`src/sv/bmh_pkg.sv`:
```
// ----------------------------------------------------------------------------
// bmh_pkg
// Shared types, sizes and helpers for the binary min-heap priority queue.
// ----------------------------------------------------------------------------
package bmh_pkg;

  localparam int CAPACITY      = 256;
  localparam int PAYLOAD_WIDTH = 16;
  localparam int KEY_W         = 32;
  localparam int KIND_W        = 2;
  localparam int STATUS_W      = 2;

  // slot index 1..CAPACITY, also the entry count 0..CAPACITY
  localparam int IDX_W  = $clog2(CAPACITY + 1);
  // storage address: slot minus one
  localparam int ADDR_W = $clog2(CAPACITY);

  typedef enum logic [KIND_W-1:0] {
    KIND_PUSH    = 2'd0,
    KIND_POP     = 2'd1,
    KIND_REPLACE = 2'd2
  } kind_t;

  typedef enum logic [STATUS_W-1:0] {
    STAT_DONE  = 2'd0,
    STAT_FULL  = 2'd1,
    STAT_EMPTY = 2'd2
  } status_t;

  typedef enum logic [3:0] {
    ST_IDLE,
    ST_UP_RD,
    ST_UP_CMP,
    ST_POP_RD,
    ST_POP_LD,
    ST_DN_RD,
    ST_DN_SEL,
    ST_DN_CMP,
    ST_DONE
  } state_t;

  typedef struct packed {
    logic signed [KEY_W-1:0]  key;
    logic [PAYLOAD_WIDTH-1:0] pay;
  } entry_t;

  typedef struct packed {
    logic              we;
    logic [ADDR_W-1:0] waddr;
    entry_t            wdata;
    logic [ADDR_W-1:0] raddr0;
    logic [ADDR_W-1:0] raddr1;
  } mem_req_t;

  typedef struct packed {
    status_t                  status;
    logic                     min_valid;
    logic signed [KEY_W-1:0]  min_key;
    logic [PAYLOAD_WIDTH-1:0] min_payload;
    logic [IDX_W-1:0]         count;
  } result_t;

  // slot number (1-based, one bit of headroom) to storage address
  function automatic logic [ADDR_W-1:0] slot_addr(input logic [IDX_W:0] slot);
    logic [IDX_W:0] s;
    begin
      s = slot - 1'b1;
      return s[ADDR_W-1:0];
    end
  endfunction

endpackage

```
`src/sv/bmh_cmp.sv`:
```
// ----------------------------------------------------------------------------
// bmh_cmp
// Shared signed key comparator used by every sift step.
// ----------------------------------------------------------------------------
module bmh_cmp
  import bmh_pkg::*;
(
  input  logic signed [KEY_W-1:0] a,
  input  logic signed [KEY_W-1:0] b,
  output logic                    lt,
  output logic                    le
);

  assign lt = (a < b);
  assign le = (a <= b);

endmodule

```
`src/sv/bmh_ctrl.sv`:
```
// ----------------------------------------------------------------------------
// bmh_ctrl
// Sift sequencer: walks the heap one level at a time, sharing one comparator.
// ----------------------------------------------------------------------------
module bmh_ctrl
  import bmh_pkg::*;
(
  input  logic                     clk,
  input  logic                     rst,
  input  logic                     start,
  input  logic [KIND_W-1:0]        kind,
  input  logic signed [KEY_W-1:0]  key,
  input  logic [PAYLOAD_WIDTH-1:0] payload,
  output logic                     busy,
  output mem_req_t                 mreq,
  input  entry_t                   rd0,
  input  entry_t                   rd1,
  output logic                     res_valid,
  input  logic                     res_take,
  output result_t                  res
);

  localparam logic [IDX_W-1:0] CAP_CNT = IDX_W'(CAPACITY);
  localparam logic [IDX_W-1:0] ONE     = IDX_W'(1);

  state_t           state, state_next;
  logic [IDX_W-1:0] cnt;     // live entries
  logic [IDX_W-1:0] n;       // walk limit (count at start of pop/replace)
  logic [IDX_W-1:0] idx;     // hole position
  logic [IDX_W-1:0] cidx;    // chosen child
  logic             hasr;    // right child exists
  entry_t           nent;    // entry being placed
  entry_t           cent;    // chosen child entry
  entry_t           root;    // copy of slot 1
  status_t          stat;

  logic signed [KEY_W-1:0] cmp_a, cmp_b;
  logic                    cmp_lt, cmp_le;
  logic [IDX_W:0]          child;
  logic [IDX_W-1:0]        parent;

  assign child  = {idx, 1'b0};
  assign parent = idx >> 1;

  bmh_cmp u_cmp (
    .a  (cmp_a),
    .b  (cmp_b),
    .lt (cmp_lt),
    .le (cmp_le)
  );

  // next state
  always_comb begin
    state_next = state;
    case (state)
      ST_IDLE: begin
        if (start) begin
          case (kind_t'(kind))
            KIND_PUSH:    state_next = (cnt >= CAP_CNT) ? ST_DONE : ST_UP_RD;
            KIND_POP:     state_next = (cnt == '0) ? ST_DONE : ST_POP_RD;
            KIND_REPLACE: state_next = (cnt == '0) ? ST_DONE : ST_DN_RD;
            default:      state_next = ST_DONE;
          endcase
        end
      end
      ST_UP_RD:  state_next = (idx == ONE) ? ST_DONE : ST_UP_CMP;
      ST_UP_CMP: state_next = cmp_le ? ST_DONE : ST_UP_RD;
      ST_POP_RD: state_next = ST_POP_LD;
      ST_POP_LD: state_next = ST_DN_RD;
      ST_DN_RD:  state_next = (child > {1'b0, n}) ? ST_DONE : ST_DN_SEL;
      ST_DN_SEL: state_next = ST_DN_CMP;
      ST_DN_CMP: state_next = cmp_le ? ST_DONE : ST_DN_RD;
      ST_DONE:   state_next = res_take ? ST_IDLE : ST_DONE;
      default:   state_next = ST_IDLE;
    endcase
  end

  // storage requests and comparator operands
  always_comb begin
    mreq        = '0;
    mreq.wdata  = nent;
    mreq.waddr  = slot_addr({1'b0, idx});
    cmp_a       = nent.key;
    cmp_b       = cent.key;
    case (state)
      ST_UP_RD: begin
        if (idx == ONE) begin
          mreq.we = 1'b1;
        end else begin
          mreq.raddr0 = slot_addr({1'b0, parent});
        end
      end
      ST_UP_CMP: begin
        // parent key <= new key: new entry settles here
        cmp_a      = rd0.key;
        cmp_b      = nent.key;
        mreq.we    = 1'b1;
        mreq.wdata = cmp_le ? nent : rd0;
      end
      ST_POP_RD: begin
        mreq.raddr0 = slot_addr({1'b0, n});
      end
      ST_DN_RD: begin
        if (child > {1'b0, n}) begin
          mreq.we = 1'b1;
        end else begin
          mreq.raddr0 = slot_addr(child);
          mreq.raddr1 = slot_addr({idx, 1'b1});
        end
      end
      ST_DN_SEL: begin
        // right wins only when strictly smaller
        cmp_a = rd1.key;
        cmp_b = rd0.key;
      end
      ST_DN_CMP: begin
        mreq.we    = 1'b1;
        mreq.wdata = cmp_le ? nent : cent;
      end
      default: begin
        mreq.we = 1'b0;
      end
    endcase
  end

  // control registers
  always_ff @(posedge clk) begin
    if (rst) begin
      state <= ST_IDLE;
      cnt   <= '0;
    end else begin
      state <= state_next;
      if (state == ST_IDLE && start) begin
        case (kind_t'(kind))
          KIND_PUSH: if (cnt < CAP_CNT) cnt <= cnt + 1'b1;
          KIND_POP:  if (cnt != '0) cnt <= cnt - 1'b1;
          default:   cnt <= cnt;
        endcase
      end
    end
  end

  // datapath registers
  always_ff @(posedge clk) begin
    if (mreq.we && mreq.waddr == '0) begin
      root <= mreq.wdata;
    end
    case (state)
      ST_IDLE: begin
        if (start) begin
          stat     <= STAT_DONE;
          nent.key <= key;
          nent.pay <= payload;
          n        <= cnt;
          case (kind_t'(kind))
            KIND_PUSH: begin
              idx <= cnt + 1'b1;
              if (cnt >= CAP_CNT) stat <= STAT_FULL;
            end
            KIND_POP: begin
              if (cnt == '0) stat <= STAT_EMPTY;
            end
            KIND_REPLACE: begin
              idx <= ONE;
              if (cnt == '0) stat <= STAT_EMPTY;
            end
            default: stat <= STAT_DONE;
          endcase
        end
      end
      ST_UP_CMP: begin
        if (!cmp_le) idx <= parent;
      end
      ST_POP_LD: begin
        nent <= rd0;
        idx  <= ONE;
      end
      ST_DN_RD: begin
        cidx <= child[IDX_W-1:0];
        hasr <= ({idx, 1'b1} <= {1'b0, n});
      end
      ST_DN_SEL: begin
        if (hasr && cmp_lt) begin
          cent <= rd1;
          cidx <= cidx | ONE;
        end else begin
          cent <= rd0;
        end
      end
      ST_DN_CMP: begin
        if (!cmp_le) idx <= cidx;
      end
      default: begin
        stat <= stat;
      end
    endcase
  end

  assign busy      = (state != ST_IDLE);
  assign res_valid = (state == ST_DONE);

  always_comb begin
    res.status      = stat;
    res.min_valid   = (cnt != '0);
    res.min_key     = res.min_valid ? root.key : '0;
    res.min_payload = res.min_valid ? root.pay : '0;
    res.count       = cnt;
  end

  // count stays within capacity
  a_cnt_cap: assert property (@(posedge clk) disable iff (rst)
    cnt <= CAP_CNT)
    else $error("entry count above capacity");

  // an accepted word always leaves idle
  a_start_busy: assert property (@(posedge clk) disable iff (rst)
    (state == ST_IDLE && start) |=> (state != ST_IDLE))
    else $error("accepted word did not start the sequencer");

  // the hole only moves downward on sift-down
  a_dn_child: assert property (@(posedge clk) disable iff (rst)
    (state == ST_DN_CMP) |-> (cidx > idx && cidx <= n))
    else $error("sift-down child outside the live range");

  // writes land inside the slots live when the word started (pop may still
  // touch the old last slot) or the slot being added by a push
  a_wr_range: assert property (@(posedge clk) disable iff (rst)
    mreq.we |-> (idx != '0 && (idx <= cnt || idx <= n)))
    else $error("heap write outside live slots");

endmodule

```
`config.mk`:
```
export PLATFORM = sky130hd
export DESIGN_NAME = bmh_ctrl
export DESIGN_NICKNAME = d
export VERILOG_FILES = /design/src/sv/bmh_pkg.sv /design/src/sv/bmh_cmp.sv /design/src/sv/bmh_ctrl.sv
export SDC_FILE = /design/constraint.sdc
export NUM_CORES = 1
export LEC_CHECK = 0
export ABC_CLOCK_PERIOD_IN_PS = 11100
export BUFFER_PORTS_ARGS = -buffer_cell sky130_fd_sc_hd__buf_2
export CAP_MARGIN = 20
export CELL_PAD_IN_SITES_DETAIL_PLACEMENT = 2
export CELL_PAD_IN_SITES_GLOBAL_PLACEMENT = 2
export CORE_MARGIN = 2
export CORE_UTILIZATION = 34
export DETAILED_ROUTE_END_ITERATION = 8
export PLACE_DENSITY_LB_ADDON = 0.1
export SETUP_SLACK_MARGIN = 0.15
export SLEW_MARGIN = 20
export SYNTH_ARGS = -nofsm -noshare
export SYNTH_HDL_FRONTEND = slang
export SYNTH_SLANG_ARGS = --single-unit
```
`constraint.sdc`:
```
create_clock -name clk -period 11.1 [get_ports clk]
set_input_delay 0.555 -clock clk [delete_from_list [all_inputs] [get_ports clk]]
set_output_delay 0.555 -clock clk [all_outputs]
set_load 0.05 [all_outputs]
```
==> metrics.cfg, run 1 <==
[sta]
setup_ws_ps = 3720
max_slew_margin_pct = 35.7
rsz0062_at_grt = no
hold_viol_final = 0
layout_min_cycle_time_ps = 7380
slew_viol_final = 0
setup_tns_ps = 0
finalHoldWorstSlack_ps = 390
fin_crit_sh_pct = 66.5
finalSetupViolations = 0
fmax_mhz = 136
skew_ps = 14.3
worst_slew_pin_slew_ps = 964

[worst_setup_path]
crit_family = buffers and inverters
cp_max_fo = 70
slowest_stage = or3_2
critPathMaxStageDelay_ps = 820
reg2reg_depth = 14
worstSetupPathDepth = 15
cp.arrival_ps = 6820
start_kind = register
worst_ep_required_time_ps = 10550
end_kind = primary output
cp_num_buf_inv = 5
path_class = reg -> out
critical_path.cell_chain = inv_1 > nand2_1 > or3_2 > clkinv_2 > buf_4 > a221oi_1 > ha_1 > nand4_1 > nor2_1 > a221oi_1 > a31oi_2 > o211ai_4 > buf_4 > o2bb2ai_1 > buf_2

[final_layout]
num-fill-cells = 3603
final_cell_mix = buf_2, edfxtp_1, nor2_1
area_growth_pct = 20.5
regArea_mm2 = 0.00549
fin_cells = 1781
stdcell_area_mm2 = 0.0140
drive_gt1_share_pct = 32.9
multi_input_area_mm2 = 0.00573
final_common_cell = buf_2
final_core_util_pct = 41.7
fin_nets = 1514

[clock_tree]
clockBufferDepth = 2
post_cts_resized = 0
cts_sinks = 187
cts-hold-fix-buffers = 0
clock-root-buffer = clkbuf_16
cts_tree = yes
cts_buffers = 17
insertion_delay_ps = 460
path_clk_slew_ps = 80
post_cts_buffers = 0
cts_max_level = 4

[power]
p_leak_nw = 5.42
ir_drop_mv = 0.117
power_density_mw_per_mm2 = 191
total_power_mw = 2.68

[run]
drv_cap = 0

[min_path]
hp-class = in -> reg
hold_depth = 2

[global_route]
overflow = 0
track_usage_pct = 23.8
antenna_found_initial = 12
grt_pass1_vias = 10827
grt_first_pass_wirelength_mm = 65.5
grt_max_degree = 71

[floorplan]
start_util_pct = 34.6
io_pins = 285
core_mm2 = 0.0336
die-area_mm2 = 0.0357
placementRows = 67
dieHeight_um = 189
die_w_um = 189

[logic_synthesis]
netlist_area_mm2 = 0.0116
synth_flop_cell = edfxtp_1
synth.yosys.seq_area_share_pct = 47.1
synth_area_per_cell_um2 = 10.8
async_flop_share_pct = 0
synth-seq-cells = 187
synth_edf_count = 174
syn_inst = 1079
ys_types = 68
syn_nets = 1282
yosysWarnings = 0

[route]
vias = 9874
drt_iter0_drc = 476
drc = 0
viasPerCell = 5.54
dr.pass1.iters = 4
drt_wl_total_mm = 42.1
ant_nets = 0
post_drt_wl_per_cell_um = 23.7

[placed_design]
place_area_mm2 = 0.0134
post-place-cells = 1740
place_ws_ps = 4130
dpl.hpwl_mm = 29.0
io_buffers = 283
place_congestion = 0.793

[run_status]
status = completed

-- registers in the layout, indices dropped and copies added, names as in the netlist --
signal and flops:
cent 48, cidx 9, cnt 9, hasr 1, idx 9, n 9
nent 48, root 48, stat 2, state 4
-- cell usage after synthesis (all sizes together), types with 6 or more instances --
master,count,share of area (%)
xor2,15,1.1
mux2,97,9.4
nand4,10,0.59
nor2,104,3.4
a21oi,13,0.59
xnor2,18,1.4
ha,53,5.7
nor3,80,3.4
o221ai,7,0.53
nor4,6,0.32
a221oi,34,2.6
o2bb2ai,48,3.6
dfxtp,13,2.2
a31oi,7,0.43
inv,30,0.97
nand2,35,1.1
a211oi,6,0.39
nand3,15,0.64
and2,61,3.3
edfxtp,174,45
and3,31,1.7
a22oi,56,3.6
o21ai,21,0.93
buf,24,1.2
clkbuf,61,2.0
-- path summary, 6_finish.rpt --
kind	from	to	slack, ps
setup / recovery	state[3]	mreq[17]	3720
hold reg to reg	nent[5]	root[5]	560
setup reg to reg	state[3]	cent[0]	4730
hold / removal	key[3]	nent[19]	390
-- per-layer routing --
metal | global-route usage [%] | wire length [um] | vias up
met4 | 7.54 | 752 | 6
li1 | - | - | 4597
met1 | 30.1 | 18400 | 5000
met5 | 0 | 37 | -
met2 | 41.1 | 21100 | 228
met3 | 4.56 | 1850 | 43
-- power breakdown --
part | total [mW] | internal (mW) | switching, mW | leakage [nW]
logic | 1.12 | 0.321 | 0.803 | 3.41
registers | 0.929 | 0.866 | 0.0638 | 1.72
clock network | 0.631 | 0.319 | 0.312 | 0.288
-- layout make-up --
type	count	area share [%]
multi-input combinational	776	40.8
sequential	187	39.1
timing repair buffer	298	10.9
tap	448	3.99
clock buffer	17	3.03
clock inverter	15	1.15
inverter	31	0.838
antenna	9	0.160
-- logic make-up (layout without fill, tap and decap cells) --
logic type               Yosys count  count (layout)  share of synthesized area (%)
multiplexers                      97              97                           9.38
flip-flops                       187             187                           47.1
XOR/XNOR                          33              33                           2.48
AND/OR/NAND/NOR                  369             369                           16.2
buffers and inverters            116             361                           4.21
AO/OA/AOI/OAI                    223             223                           14.9
adder cells (fa/ha/maj)           53              53                           5.70
other                              1              10                         0.0322
Note: power is estimated with default switching activity, not from simulation.
==> run 2, diff against run 1 <==
--- a/config.mk
+++ b/config.mk
@@ -5,13 +5,13 @@
 export SDC_FILE = /design/constraint.sdc
 export NUM_CORES = 1
 export LEC_CHECK = 0
-export ABC_CLOCK_PERIOD_IN_PS = 11100
+export ABC_CLOCK_PERIOD_IN_PS = 6500
 export BUFFER_PORTS_ARGS = -buffer_cell sky130_fd_sc_hd__buf_2
 export CAP_MARGIN = 20
 export CELL_PAD_IN_SITES_DETAIL_PLACEMENT = 2
 export CELL_PAD_IN_SITES_GLOBAL_PLACEMENT = 2
 export CORE_MARGIN = 2
-export CORE_UTILIZATION = 34
+export CORE_UTILIZATION = 31
 export DETAILED_ROUTE_END_ITERATION = 8
 export PLACE_DENSITY_LB_ADDON = 0.1
 export SETUP_SLACK_MARGIN = 0.15
==> constraint.sdc (replaced) <==
create_clock -name clk -period 6.5 [get_ports clk]
set_input_delay 0.325 -clock clk [delete_from_list [all_inputs] [get_ports clk]]
set_output_delay 0.325 -clock clk [all_outputs]
set_load 0.05 [all_outputs]
==> metrics.cfg, run 2 (synthesis gave the netlist of run 1 again) <==
[clock_tree]
post_cts_buffers = 0  ; unchanged
cts_tree = yes
post_cts_resized = 0  ; unchanged
path_clk_slew_ps = 90  ; about the same
clock-root-buffer = clkbuf_16
cts_sinks = 187  ; unchanged
cts-hold-fix-buffers = 0  ; unchanged
cts_buffers = 17  ; unchanged
insertion_delay_ps = 470  ; about the same
cts_max_level = 4  ; unchanged
clockBufferDepth = 2  ; unchanged

[floorplan]
dieHeight_um = 198  ; +4.6%
die_w_um = 198  ; +4.6%
placementRows = 70  ; +4.5%
core_mm2 = 0.0368  ; +9.4%
die-area_mm2 = 0.0391  ; +9.5%
io_pins = 285  ; unchanged
start_util_pct = 31.7  ; -3.0 points

[sta]
layout_min_cycle_time_ps = 5860
skew_ps = 17.2  ; +2.89 ps
finalSetupViolations = 0  ; unchanged
max_slew_margin_pct = 34.0  ; -1.7 points
hold_viol_final = 0  ; unchanged
worst_slew_pin_slew_ps = 983  ; +18.6 ps
finalHoldWorstSlack_ps = 152  ; -238 ps
fmax_mhz = 171
setup_ws_ps = 645  ; -3080 ps
setup_tns_ps = 0  ; unchanged
slew_viol_final = 0  ; unchanged
rsz0062_at_grt = no
fin_crit_sh_pct = 90.1

[route]
post_drt_wl_per_cell_um = 24.3  ; +2.8%
ant_nets = 0  ; unchanged
drc = 0  ; unchanged
dr.pass1.iters = 5  ; +1
vias = 9883  ; +0.091%
drt_iter0_drc = 539  ; +13%
viasPerCell = 5.47  ; -1.4%
drt_wl_total_mm = 43.9  ; +4.3%

[placed_design]
post-place-cells = 1771  ; +1.8%
dpl.hpwl_mm = 30.7  ; +5.8%
io_buffers = 283  ; unchanged
place_area_mm2 = 0.0136  ; +1.2%
place_congestion = 0.785  ; -0.97%
place_ws_ps = 810  ; -3320 ps

[worst_setup_path]
cp_num_buf_inv = 5  ; unchanged
critPathMaxStageDelay_ps = 520  ; -300 ps
cp.arrival_ps = 5530  ; -1290 ps
reg2reg_depth = 14  ; unchanged
cp_max_fo = 28  ; -60%
rr_endpoint = root[47]
critPathLaunch = state[3]
worst_ep_required_time_ps = 6170  ; -4380 ps
r2r-start = state[3]
crit_top_cell = buf_4
end_kind = primary output
critical_path.cell_chain = inv_1 > nand2_1 > or3_2 > inv_4 > buf_4 > a221oi_1 > ha_1 > nand4_2 > or4_1 > or2_0 > a31oi_2 > o21ai_4 > buf_4 > o2bb2ai_1 > buf_2
crit_family = simple AND/OR/NAND/NOR gates
start_kind = register
r2r_slack_ps = 1480  ; -3250 ps
slowest_stage = or3_2
cp-endpoint = mreq[20]
worstSetupPathDepth = 15  ; unchanged
path_class = reg -> out

[power]
p_int_mw = 2.59  ; +72%
ir_drop_mv = 0.228  ; +95%
total_power_mw = 4.65  ; +73%
p_leak_nw = 5.49  ; +1.3%
switching_share_pct = 44.2  ; +0.28 points
power_density_mw_per_mm2 = 327  ; +71%
p_sw_mw = 2.05  ; +74%
pwr-share-seq_pct = 34.1  ; -0.5 points
power_frac_clock_pct = 23.8  ; +0.3 points
pwr-share-comb_pct = 42.1  ; +0.2 points

[run_status]
status = completed

[global_route]
grt_first_pass_wirelength_mm = 66.4  ; +1.4%
grt_pass1_vias = 10736  ; -0.84%
track_usage_pct = 22.5  ; -1.4 points
antenna_found_initial = 6  ; -6
overflow = 0  ; unchanged
grt_max_degree = 58  ; -18%

[final_layout]
fin_cells = 1808  ; +1.5%
fin_nets = 1526  ; +0.79%
stdcell_area_mm2 = 0.0142  ; +1.2%
final_core_util_pct = 38.6  ; -3.1 points
regArea_mm2 = 0.00549  ; unchanged
area_growth_pct = 22.0
multi_input_area_mm2 = 0.00575  ; +0.37%
top_regs = cent: 48 flops, nent: 48 flops, root: 48 flops
final_common_cell = buf_2
drive_gt1_share_pct = 33.4  ; +0.45 points
final_cell_mix = buf_2, edfxtp_1, nor2_1
num-fill-cells = 4028  ; +12%

[min_path]
hp-class = in -> reg
hp-start = payload[13]

[run]
drv_cap = 0  ; unchanged

==> run 2: cell types whose count changed in the layout (fill, tap and decap cells not counted), moves of 4 or more <==
cell	before	now
diode_2	9	4
inv_8	4	0
clkinv_4	4	0
buf_4	15	25
inv_6	2	8
==> run 2: power by group through the flow <==
stage                     logic, mW  registers [mW]  clock network (mW)
after floorplan                1.40            1.57                   0
after global placement         1.94            1.61                   0
after detailed placement       1.97            1.61                   0
after CTS                      1.98            1.59                1.14
after global routing           2.10            1.60                1.17
final                          1.96            1.59                1.11
==> run 2: routing by layer <==
| metal | vias up | wire length [um] | GRT usage (%) |
|---|---|---|---|
| met5 | - | 11 | 0 |
| met4 | 2 | 435 | 5.12 |
| met3 | 22 | 1730 | 3.87 |
| met2 | 205 | 21500 | 38.8 |
| met1 | 5041 | 20300 | 29.3 |
| li1 | 4613 | - | - |
==> run 2: worst register-to-register path, stage by stage (launching register included) <==
cell and delay (ps):
dfxtp_1 430, inv_1 200, nand2_1 210, or3_2 520, inv_4 340, buf_4 320, a221oi_1 130, ha_1 360
nand4_1 180, nor2_1 70, a221oi_1 530, a31oi_2 340, o21ai_4 500, buf_4 450, o2bb2ai_1 190
==> run 2: layout make-up <==
type | count | share of cell area, %
diodes | 4 | 0.0704
clock buffers | 17 | 2.99
clock inverters | 15 | 1.24
inverters | 31 | 0.837
multi-input cells | 777 | 40.5
flip-flops and latches | 187 | 38.6
well taps | 468 | 4.12
repair buffers | 309 | 11.6
==> run 2: how the worst min path moves through the flow <==
stage | slack (ps) | to | cells past startpoint
floorplan | 510 | idx[1] | 2
global placement | 530 | idx[8] | 1
detailed placement | 530 | idx[8] | 1
CTS | 120 | nent[6] | 2
global route | 140 | nent[22] | 2
finish | 150 | nent[13] | 2
==> run 3, diff against run 2 <==
--- a/config.mk
+++ b/config.mk
@@ -10,7 +10,7 @@
 export CAP_MARGIN = 20
 export CELL_PAD_IN_SITES_DETAIL_PLACEMENT = 2
 export CELL_PAD_IN_SITES_GLOBAL_PLACEMENT = 2
-export CORE_MARGIN = 2
+export CORE_MARGIN = 5
 export CORE_UTILIZATION = 31
 export DETAILED_ROUTE_END_ITERATION = 8
 export PLACE_DENSITY_LB_ADDON = 0.1
@@ -18,4 +18,5 @@
 export SLEW_MARGIN = 20
 export SYNTH_ARGS = -nofsm -noshare
 export SYNTH_HDL_FRONTEND = slang
+export SYNTH_HIERARCHICAL = 1
 export SYNTH_SLANG_ARGS = --single-unit
==> metrics.cfg, run 3 <==
[route]
ant_nets = 0  ; unchanged
viasPerCell = 5.11  ; -6.5%
drt_wl_total_mm = 43.3  ; -1.5%
drc = 0  ; unchanged
drt_iter0_drc = 363  ; -33%
vias = 9911  ; +0.28%
dr.pass1.iters = 4  ; -1
post_drt_wl_per_cell_um = 22.3  ; -8.2%

[placed_design]
place_congestion = 0.789  ; +0.46%
io_buffers = 283  ; unchanged
dpl.hpwl_mm = 31.5  ; +2.6%
place_area_mm2 = 0.0139  ; +2.6%

[sta]
hold_viol_final = 0  ; unchanged
fmax_mhz = 173  ; +1.5%
slew_viol_final = 0  ; unchanged
skew_ps = 7.66  ; -9.51 ps
finalSetupViolations = 0  ; unchanged
worst_slew_pin_slew_ps = 886  ; -96.9 ps
rsz0062_at_grt = no
layout_min_cycle_time_ps = 5770  ; -88.4 ps
max_slew_margin_pct = 41.0  ; +7.0 points
setup_tns_ps = 0  ; unchanged
finalHoldWorstSlack_ps = 172  ; +20.1 ps
fin_crit_sh_pct = 88.7  ; -1.4 points

[final_layout]
final_common_cell = buf_2
top_regs = cent: 48 flops, nent: 48 flops, root: 48 flops
drive_gt1_share_pct = 32.3  ; -1.1 points
final_cell_mix = buf_2, edfxtp_1, nand2_1
area_growth_pct = 20.5
fin_nets = 1608  ; +5.4%
final_core_util_pct = 37.7  ; -0.95 points
stdcell_area_mm2 = 0.0146  ; +2.5%

[logic_synthesis]
synth_flop_cell = edfxtp_1
yosysTopAreaCell = edfxtp_1
ys_types = 71  ; +4.4%
yosys-top-cells-count = edfxtp_1, nand2_1, nor2_1
synth-seq-cells = 187  ; unchanged
synth.yosys.seq_area_share_pct = 45.4  ; -1.7 points
synth_most_common_cell = edfxtp_1
syn_nets = 1359  ; +6.0%
synth_area_leaders = edfxtp_1, mux2_2, ha_1
syn_inst = 1155  ; +7.0%
synth_edf_count = 174  ; unchanged
netlist_area_mm2 = 0.0121  ; +3.8%
yosysWarnings = 6  ; +6
yosysTopAreaCellShare_pct = 43.3  ; -1.6 points
synth_area_per_cell_um2 = 10.5  ; -3.1%
async_flop_share_pct = 0  ; unchanged

[global_route]
grt_pass1_vias = 10868  ; +1.2%
grt_first_pass_wirelength_mm = 66.4  ; about the same
antenna_found_initial = 10  ; +4
track_usage_pct = 19.7  ; -2.8 points
grt_max_degree = 86  ; +48%
overflow = 0  ; unchanged

[worst_setup_path]
cp.arrival_ps = 5440  ; -90 ps
cp_max_fo = 85  ; +200%
critical_path.cell_chain = inv_1 > nor3_4 > buf_12 > nor2_1 > a21oi_1 > inv_1 > ha_1 > a21o_1 > a221o_1 > a221o_1 > a2111o_1 > a21oi_2 > mux2_1 > and2b_2 > buf_8 > a22oi_1 > nand2_1 > buf_2
start_kind = register
end_kind = primary output
cp_num_buf_inv = 5  ; unchanged
path_class = reg -> out
r2r_slack_ps = 1420  ; -60 ps
worstSetupPathDepth = 18  ; +3
critPathLaunch = state[1]
rr_endpoint = cent[43]
critPathMaxStageDelay_ps = 460  ; -60 ps
r2r-start = state[2]
cp-endpoint = mreq[61]
worst_ep_required_time_ps = 6170  ; about the same
slowest_stage = dfxtp_2
crit_family = compound AO/OA/AOI/OAI gates
reg2reg_depth = 12  ; -2

[floorplan]
start_util_pct = 31.3  ; -0.39 points
io_pins = 285  ; unchanged
core_mm2 = 0.0386  ; +5.1%
die_w_um = 207  ; +4.9%
dieHeight_um = 207  ; +4.9%
placementRows = 72  ; +2.9%
die-area_mm2 = 0.0430  ; +9.9%

[clock_tree]
path_clk_slew_ps = 70  ; -20 ps
cts_max_level = 4  ; unchanged
insertion_delay_ps = 450  ; -20 ps
clockBufferDepth = 2  ; unchanged
cts-hold-fix-buffers = 0  ; unchanged
cts_tree = yes
cts_buffers = 17  ; unchanged
cts_sinks = 187  ; unchanged
clock-root-buffer = clkbuf_16

[run]
drv_cap = 0  ; unchanged

[power]
ir_drop_mv = 0.194  ; -15%
p_leak_nw = 5.94  ; +8.3%
total_power_mw = 4.64  ; -0.22%
power_density_mw_per_mm2 = 318  ; -2.6%

[run_status]
status = completed

[min_path]
hp-class = in -> reg

## run 3: cell count changes after synthesis, moves of 7 or more
cell	change
a21o_1	+7
a21oi_1	+72
a221oi_1	-32
and3_1	-29
buf_2	+18
clkbuf_1	-41
inv_1	+38
mux2i_1	+64
nand2_1	+89
nor3_1	-71
o21ai_0	-7
o21ai_2	+7
o2bb2ai_1	-48
## run 3: stage by stage
step / std cells / worst slack, ps
after global routing: 1938 / 339
after global placement: 1899 / 801
final: 1939 / 733
after CTS: 1932 / 198
after detailed placement: 1899 / 633
after floorplan: 1155 / 1060
## run 3: cell families after synthesis
| family | count (synthesis) | share of synthesized area, % |
|---|---|---|
| AOI/OAI and AO/OA | 205 | 11.2 |
| xor gates and xnor gates | 33 | 2.39 |
| adders and majority gates | 55 | 5.68 |
| buffers and inverters | 141 | 5.40 |
| DFF | 187 | 45.4 |
| muxes | 161 | 14.3 |
| other | 1 | 0.0310 |
| and+or+nand+nor | 372 | 15.5 |
## run 3: what timing repair did
item,CTS,global route
gates resized for setup,0,7
pin swaps,1,1
setup buffers,0,3
endpoints found under the setup margin,24,48
cloned,1,0
## run 3: worst min-delay path by stage
| stage | start | endpoint | slack, ps | depth (start not counted) |
|---|---|---|---|---|
| 6_report | key[29] | nent[45] | 170 | 2 |
| 5_1_grt | key[29] | nent[45] | 150 | 2 |
| 4_1_cts | key[29] | nent[45] | 140 | 2 |
| 3_5_place_dp | nent[9] | root[9] | 530 | 2 |
| 3_3_place_gp | nent[5] | root[5] | 520 | 2 |
| 2_1_floorplan | cidx[8] | idx[8] | 500 | 2 |
## run 3: per-layer routing
metal / routed length, um / vias up / GRT usage, %
li1: - / 4672 / -
met1: 18400 / 5000 / 24.2
met5: 80 / - / 0
met4: 768 / 12 / 5.27
met2: 22500 / 175 / 35.5
met3: 1480 / 52 / 3.67
## run 3: layout make-up
class | instances | area (um2)
antenna | 4 | 10.0
clock buffer | 20 | 437
clock inverter | 12 | 124
fill | 4223 | 24100
inverter | 68 | 255
multi-input combinational | 828 | 6000
sequential | 187 | 5490
tap | 518 | 648
timing repair buffer | 302 | 1600
## run 3: power by group
group | switching [mW] | leakage, nW | internal [mW]
registers | 0.115 | 1.72 | 1.48
logic | 1.38 | 3.95 | 0.592
clock network | 0.499 | 0.279 | 0.566
## run 3: worst reg2reg max path, stage by stage (launching register included)
cell     delay [ps]
dfxtp_4         840
buf_4           480
mux2i_1         260
a21oi_1         120
ha_1            340
nand4_1         200
nor4_1          560
a211o_1         240
a21oi_2          70
xnor2_1         470
nand2_4         520
buf_4           410
mux2_2          310
